`src/rtl/rrc_pkg.sv`:
```
// Shared types, constants and register codes of the ratiometric resistance calculator.
package rrc_pkg;

  // Field widths
  localparam int RANGE_W = 3;
  localparam int FAULT_W = 4;
  localparam int MV_W    = 13;
  localparam int RREF_W  = 24;
  localparam int GAIN_W  = 18;
  localparam int RES_W   = 44;
  localparam int CFG_IDX_W  = 3;
  localparam int CFG_DATA_W = 24;

  // Datapath widths
  localparam int RG_W    = RREF_W + GAIN_W;   // rref * gain
  localparam int MVK_W   = 23;                // mv * 1000
  localparam int PP_SPLIT = 21;               // split of rref*gain for partial products
  localparam int PP_W    = (RG_W - PP_SPLIT) + MVK_W;
  localparam int PROD_W  = RG_W + MVK_W;
  localparam int Q16_SHIFT = 16;
  localparam int NUM_W   = PROD_W - Q16_SHIFT; // dividend after the Q16 drop

  // Divider layout: DIV_BITS quotient bits per stage
  localparam int DIV_BITS   = 4;
  localparam int DIV_STAGES = (NUM_W + DIV_BITS - 1) / DIV_BITS;
  localparam int DIV_W      = DIV_STAGES * DIV_BITS;

  // Low-range bias datapath
  localparam int BX_W  = 17;   // 100000 - R inside the taper band
  localparam int BY_W  = 18;   // floor(161 * x / 64)
  localparam int BQ_W  = 14;   // floor(y / 25)
  localparam int BM_W  = 34;   // y * reciprocal

  localparam logic [RES_W-1:0]  R_MAX      = {RES_W{1'b1}};
  localparam logic [MVK_W-1:0]  MV_SCALE   = 23'd1000;
  localparam logic [RES_W-1:0]  BIAS_LO_R  = 44'd20000;
  localparam logic [RES_W-1:0]  BIAS_HI_R  = 44'd100000;
  localparam logic [RES_W-1:0]  BIAS_FLAT  = 44'd8050;
  localparam logic [23:0]       BIAS_NUM   = 24'd161;    // 8050/80000 = 161/1600
  localparam int                BIAS_SHIFT = 6;          // 1600 = 64 * 25
  localparam logic [BM_W-1:0]   RECIP_25   = 34'd41943;  // floor(2^20 / 25)
  localparam int                RECIP_SHIFT = 20;
  localparam logic [BY_W-1:0]   BIAS_DIV   = 18'd25;

  // Range select codes
  localparam logic [RANGE_W-1:0] RANGE_AUTO = 3'd0;
  localparam logic [RANGE_W-1:0] RANGE_LOW  = 3'd1;
  localparam logic [RANGE_W-1:0] RANGE_TOP  = 3'd4;

  // Configuration register indexes
  localparam logic [CFG_IDX_W-1:0] CFG_RREF1 = 3'd0;
  localparam logic [CFG_IDX_W-1:0] CFG_RREF2 = 3'd1;
  localparam logic [CFG_IDX_W-1:0] CFG_RREF3 = 3'd2;
  localparam logic [CFG_IDX_W-1:0] CFG_RREF4 = 3'd3;
  localparam logic [CFG_IDX_W-1:0] CFG_GAIN1 = 3'd4;
  localparam logic [CFG_IDX_W-1:0] CFG_GAIN2 = 3'd5;
  localparam logic [CFG_IDX_W-1:0] CFG_GAIN3 = 3'd6;
  localparam logic [CFG_IDX_W-1:0] CFG_GAIN4 = 3'd7;

  localparam logic [RREF_W-1:0] RREF1_RST = 24'd1000;
  localparam logic [RREF_W-1:0] RREF2_RST = 24'd10000;
  localparam logic [RREF_W-1:0] RREF3_RST = 24'd100000;
  localparam logic [RREF_W-1:0] RREF4_RST = 24'd1000000;
  localparam logic [GAIN_W-1:0] GAIN_RST  = 18'd65536;

  typedef enum logic [2:0] {
    ST_OK        = 3'd0,
    ST_BAD_RANGE = 3'd1,
    ST_NOT_IMPL  = 3'd2,
    ST_OVERRANGE = 3'd3,
    ST_FAULT     = 3'd4
  } status_t;

  typedef struct packed {
    logic [RANGE_W-1:0] range_select;
    logic               sample_valid;
    logic [FAULT_W-1:0] sample_fault;
    logic [MV_W-1:0]    measured_mv;
    logic [MV_W-1:0]    supply_mv;
  } in_t;

  typedef struct packed {
    status_t            status;
    logic [FAULT_W-1:0] fault_echo;
    logic [RES_W-1:0]   resistance_mohm;
  } out_t;

  // Side information that rides along with each request
  typedef struct packed {
    status_t            status;
    logic [FAULT_W-1:0] fault;
    logic               low_range;
  } tag_t;

  typedef struct packed {
    logic [DIV_W-1:0] dividend;
    logic [MV_W-1:0]  divisor;
    tag_t             tag;
  } div_req_t;

  typedef struct packed {
    logic [DIV_W-1:0] quotient;
    tag_t             tag;
  } div_rsp_t;

endpackage

```
`src/rtl/rrc_div.sv`:
```
// Pipelined restoring divider, a few quotient bits per stage, with per-stage flow control.
module rrc_div (
  input  logic              clk,
  input  logic              rst_n,
  input  logic              in_valid,
  output logic              in_ready,
  input  rrc_pkg::div_req_t in_req,
  output logic              out_valid,
  input  logic              out_ready,
  output rrc_pkg::div_rsp_t out_rsp
);

  localparam int NS = rrc_pkg::DIV_STAGES;
  localparam int DW = rrc_pkg::DIV_W;
  localparam int RW = rrc_pkg::MV_W;

  typedef struct packed {
    logic [RW-1:0] rem;
    logic [DW-1:0] qd;
  } step_t;

  // Shift DIV_BITS dividend bits into the remainder, shift quotient bits in below
  function automatic step_t div_step(input logic [RW-1:0] rem, input logic [DW-1:0] qd,
                                     input logic [RW-1:0] d);
    logic [RW:0]   t;
    logic [RW-1:0] r;
    logic [DW-1:0] q;
    step_t         res;
    r = rem;
    q = qd;
    for (int i = 0; i < rrc_pkg::DIV_BITS; i++) begin
      t = {r, q[DW-1]};
      q = {q[DW-2:0], 1'b0};
      if (t >= {1'b0, d}) begin
        r    = RW'(t - {1'b0, d});
        q[0] = 1'b1;
      end else begin
        r = t[RW-1:0];
      end
    end
    res.rem = r;
    res.qd  = q;
    return res;
  endfunction

  logic [NS-1:0]   v_r;
  logic [RW-1:0]   rem_r [NS];
  logic [DW-1:0]   qd_r  [NS];
  logic [RW-1:0]   d_r   [NS];
  rrc_pkg::tag_t   tag_r [NS];

  logic [NS:0]     en;
  logic [NS-1:0]   src_v;
  logic [RW-1:0]   src_rem [NS];
  logic [DW-1:0]   src_qd  [NS];
  logic [RW-1:0]   src_d   [NS];
  rrc_pkg::tag_t   src_tag [NS];
  step_t           st_nxt  [NS];

  // Advance a stage when it is empty or its successor advances
  always_comb begin
    en[NS] = out_ready;
    for (int k = NS - 1; k >= 0; k--) begin
      en[k] = !v_r[k] || en[k+1];
    end
  end

  always_comb begin
    src_v[0]   = in_valid;
    src_rem[0] = '0;
    src_qd[0]  = in_req.dividend;
    src_d[0]   = in_req.divisor;
    src_tag[0] = in_req.tag;
    for (int k = 1; k < NS; k++) begin
      src_v[k]   = v_r[k-1];
      src_rem[k] = rem_r[k-1];
      src_qd[k]  = qd_r[k-1];
      src_d[k]   = d_r[k-1];
      src_tag[k] = tag_r[k-1];
    end
    for (int k = 0; k < NS; k++) begin
      st_nxt[k] = div_step(src_rem[k], src_qd[k], src_d[k]);
    end
  end

  always_ff @(posedge clk) begin
    if (!rst_n) begin
      v_r <= '0;
    end else begin
      for (int k = 0; k < NS; k++) begin
        if (en[k]) begin
          v_r[k] <= src_v[k];
        end
      end
    end
  end

  always_ff @(posedge clk) begin
    for (int k = 0; k < NS; k++) begin
      if (en[k]) begin
        rem_r[k] <= st_nxt[k].rem;
        qd_r[k]  <= st_nxt[k].qd;
        d_r[k]   <= src_d[k];
        tag_r[k] <= src_tag[k];
      end
    end
  end

  assign in_ready         = en[0];
  assign out_valid        = v_r[NS-1];
  assign out_rsp.quotient = qd_r[NS-1];
  assign out_rsp.tag      = tag_r[NS-1];

endmodule

```
`config.mk`:
```
export PLATFORM = sky130hd
export DESIGN_NAME = rrc_div
export DESIGN_NICKNAME = d
export VERILOG_FILES = /design/src/rtl/rrc_pkg.sv /design/src/rtl/rrc_div.sv
export SDC_FILE = /design/constraint.sdc
export NUM_CORES = 2
export LEC_CHECK = 0
export ABC_AREA = 1
export BUFFER_PORTS_ARGS = -buffer_cell sky130_fd_sc_hd__buf_2
export CAP_MARGIN = 5
export CORE_ASPECT_RATIO = 1.75
export CORE_UTILIZATION = 50
export DETAILED_ROUTE_END_ITERATION = 6
export PLACE_DENSITY = 0.67
export SYNTH_ARGS = -nofsm -noshare
export SYNTH_HDL_FRONTEND = slang
export SYNTH_SLANG_ARGS = --single-unit
```
`constraint.sdc`:
```
create_clock -name clk -period 50 [get_ports clk]
set_input_delay 5 -clock clk [delete_from_list [all_inputs] [get_ports clk]]
set_output_delay 5 -clock clk [all_outputs]
set_load 0.01 [all_outputs]
```
==> metrics.md <==
| Metric | Value |
|---|---|
| Arrival @ worst endpoint | 9.54 ns |
| Vias per std cell | 5.385 |
| Final net count | 9570 |
| 1st-iter DRT viols | 2895 |
| Core footprint | 0.1498 mm² |
| H-Tree Level Count | 3 |
| Die H | 515.5 µm |
| Clk sinks | 1105 |
| Share of layout cells above drive strength 1 | 6.873% |
| Fin. max-slew vios | 0 |
| RSZ-0062 raised after global routing | no |
| Max Clock Freq | 68.80 MHz |
| Detailed-route via count | 58460 |
| Synth area leader | edfxtp_1 |
| Antenna violations before repair | 3 |
| Yosys warns | 0 |
| Max-slew headroom | 24.29% |
| Gate Count Post-Synth | 8675 |
| Worst endpoint required time | 45.00 ns |
| Post-synth EDFFs | 1092 |
| Kind of critical path | in2out |
| I/O pin count | 139 |
| Drt pass-1 iters | 6 |
| Post-cts hold buffer count | 0 |
| Critical Path Fanout Max | 49 |
| Status | complete, no violations |
| Post-synth ARST share | 0% |
| Hold Crit Class | reg2reg |
| Share of the synthesized area in the top cell type | 43.53% |
| Worst Setup End Kind | primary output |
| Die ar. | 0.1523 mm² |
| Top post-synthesis cells by area | edfxtp_1 (44%), nand2_1 (13%), ha_1 (11%), inv_1 (5.6%), nand3_1 (3.1%) |
| Synth Cell Area | 0.07534 mm² |
| Setup Skew | 0.07651 ns |
| Final setup TNS | 0 ns |
| Cts repair resizes | 0 |
| Min Tclk post-route | 14.54 ns |
| Post-CTS setup buffers | 0 |
| First-pass GRT wire length | 317900 µm |
| Final GP Congestion | 0.9567 |
| FP Rows | 188 |
| Crit start category | input port |
| WL final | 209400 µm |
| Syn_nets | 9467 |
| Seq cells post-synth | 1105 |
| Maxcap violations | 0 |
| IO buf count | 138 |
| Final Cycle Share | 29.07% |
| Clk_lat worst skew | 0.76 ns |
| Ys flop type | edfxtp_1 |
| CTS buffer count | 99 |
| Syn-to-layout area delta | 7.759% |
| Setup-failing EPs final | 0 |
| Synth unique cells | 57 |
| CTS Root Cell | clkbuf_16 |
| Largest net degree at the start of global routing | 62 |
| DP Wirelength | 168700 µm |
| Routed Antenna Nets | 0 |
| Residual DRC | 0 |
| Wire length per cell | 19.29 µm |
| Sequential element share of the synthesized area | 43.87% |
| Gr usage total | 27.36% |
| Avg Cell Area, Syn | 8.684 µm² |
| CTS tree | done |
| Vias in the first global route | 58130 |
| Hold Fails Final Rpt | 0 |
| Die Width | 295.4 µm |
| Grt total ovfl | 0 |
| Worst-Margin Slew | 1.134 ns |
| CTS clock-pin slew for the worst setup and hold paths | 0.07 ns |
| Initial Utilization | 50.28% |
| Max Root-Sink Buffers | 3 |
[flip-flops by register name (all words and copies together) (netlist names)]
signal	flops
qd_r	676
d_r	156
rem_r	156
tag_r	104
v_r	13
[cells by family after synthesis]
kind of cell,share of synthesized area [%]
flops,43.87
simple gates,22.26
xor+xnor,5.383
fa+ha+maj,12.37
compound gates,8.832
buf+inv,7.281
[final cells by class]
type                    count  area (µm²)
diodes                      1       2.502
clock buffers             107        2517
clock inverters            77        1025
fillers                 13830       68660
inverters                1171        4407
multi-input cells        6245       36860
flip-flops and latches   1105       33050
well taps                1995        2496
repair buffers            156       825.8
[cell usage after synthesis (all sizes together) (48+ instances only)]
| library cell | count |
|---|---|
| xnor2 | 218 |
| nand2 | 2609 |
| buf | 147 |
| ha | 665 |
| o21bai | 48 |
| a21o | 65 |
| inv | 1168 |
| nor3 | 51 |
| fa | 50 |
| a21oi | 490 |
| nor2 | 512 |
| edfxtp | 1092 |
| o21ai | 380 |
| nand4 | 134 |
| nand3 | 529 |
| xor2 | 245 |
[worst paths after layout]
| path | from | to | slack (ns) | cells after the start |
|---|---|---|---|---|
| worst max-delay path | out_ready | in_ready | 35.46 | 15 |
| worst min-delay path | tag_r[0][23] | tag_r[0][31] | 0.36 | 0 |
| worst max register to register | d_r[0][40] | rem_r[1][12] | 39.80 | 48 |
| worst min register to register | tag_r[0][23] | tag_r[0][31] | 0.36 | 0 |
[worst max-delay path, cell delays in order]
cell,delay (ns)
buf_2,0.09
inv_1,0.08
nand2_4,0.10
nor2_2,0.31
nand4_1,0.13
buf_4,0.28
nor2_1,0.32
nand2_4,0.31
nor2_2,0.29
nand2_4,0.40
nor2_1,0.48
nand2_4,0.44
nor2_2,0.38
nand2_4,0.45
buf_2,0.39
[per-layer routing]
metal / GRT usage (%) / vias to the layer above / share of wire (%)
met5: 0 / - / 0.0053
met4: 23.60 / 2 / 9.8
met3: 2.666 / 701 / 3.0
met2: 51.91 / 1348 / 53
met1: 25.86 / 27180 / 34
li1: - / 29230 / -
[cell usage in the layout (no fill, tap or decap), types with 13 or more instances in the layout]
cell	synthesis	layout
a21boi_0	16	16
a21o_1	65	65
a21oi_1	465	465
a21oi_2	22	22
a31oi_1	44	44
buf_2	47	138
buf_4	81	18
bufinv_16	0	15
clkbuf_16	0	99
clkinv_1	3	15
clkinv_2	0	16
dfxtp_1	13	13
edfxtp_1	1092	1092
fa_1	50	50
ha_1	665	665
inv_1	1126	1121
inv_2	41	41
nand2_1	2565	2559
nand2_2	40	40
nand3_1	469	468
nand3_2	46	46
nand3_4	14	15
nand3b_1	39	39
nand4_1	132	132
nor2_1	475	475
nor2_2	29	29
nor3_1	48	48
o2111ai_1	25	25
o211ai_1	19	19
o21a_1	24	24
o21ai_0	269	269
o21ai_1	79	79
o21ai_2	32	32
o21bai_1	48	48
or2_2	30	30
xnor2_1	218	218
xor2_1	245	245
[per-stage QoR]
stage          cells  util, %  instance area (µm²)  hold WS (ns)  setup slack [ns]
6_report       10860    54.18                81180        0.3614             35.46
3_5_place_dp   10670    51.81                77640        0.4045             35.36
5_1_grt        10860    54.18                81180        0.3665             35.03
4_1_cts        10860    54.18                81180        0.3500             35.36
2_1_floorplan   8675        -                75340        0.4003             27.05
3_3_place_gp   10670    51.81                77640        0.4002             35.52
Power is left out: the tool's default activity adds up to more than one toggle a clock period on the data nets, which glitch-free logic cannot reach.
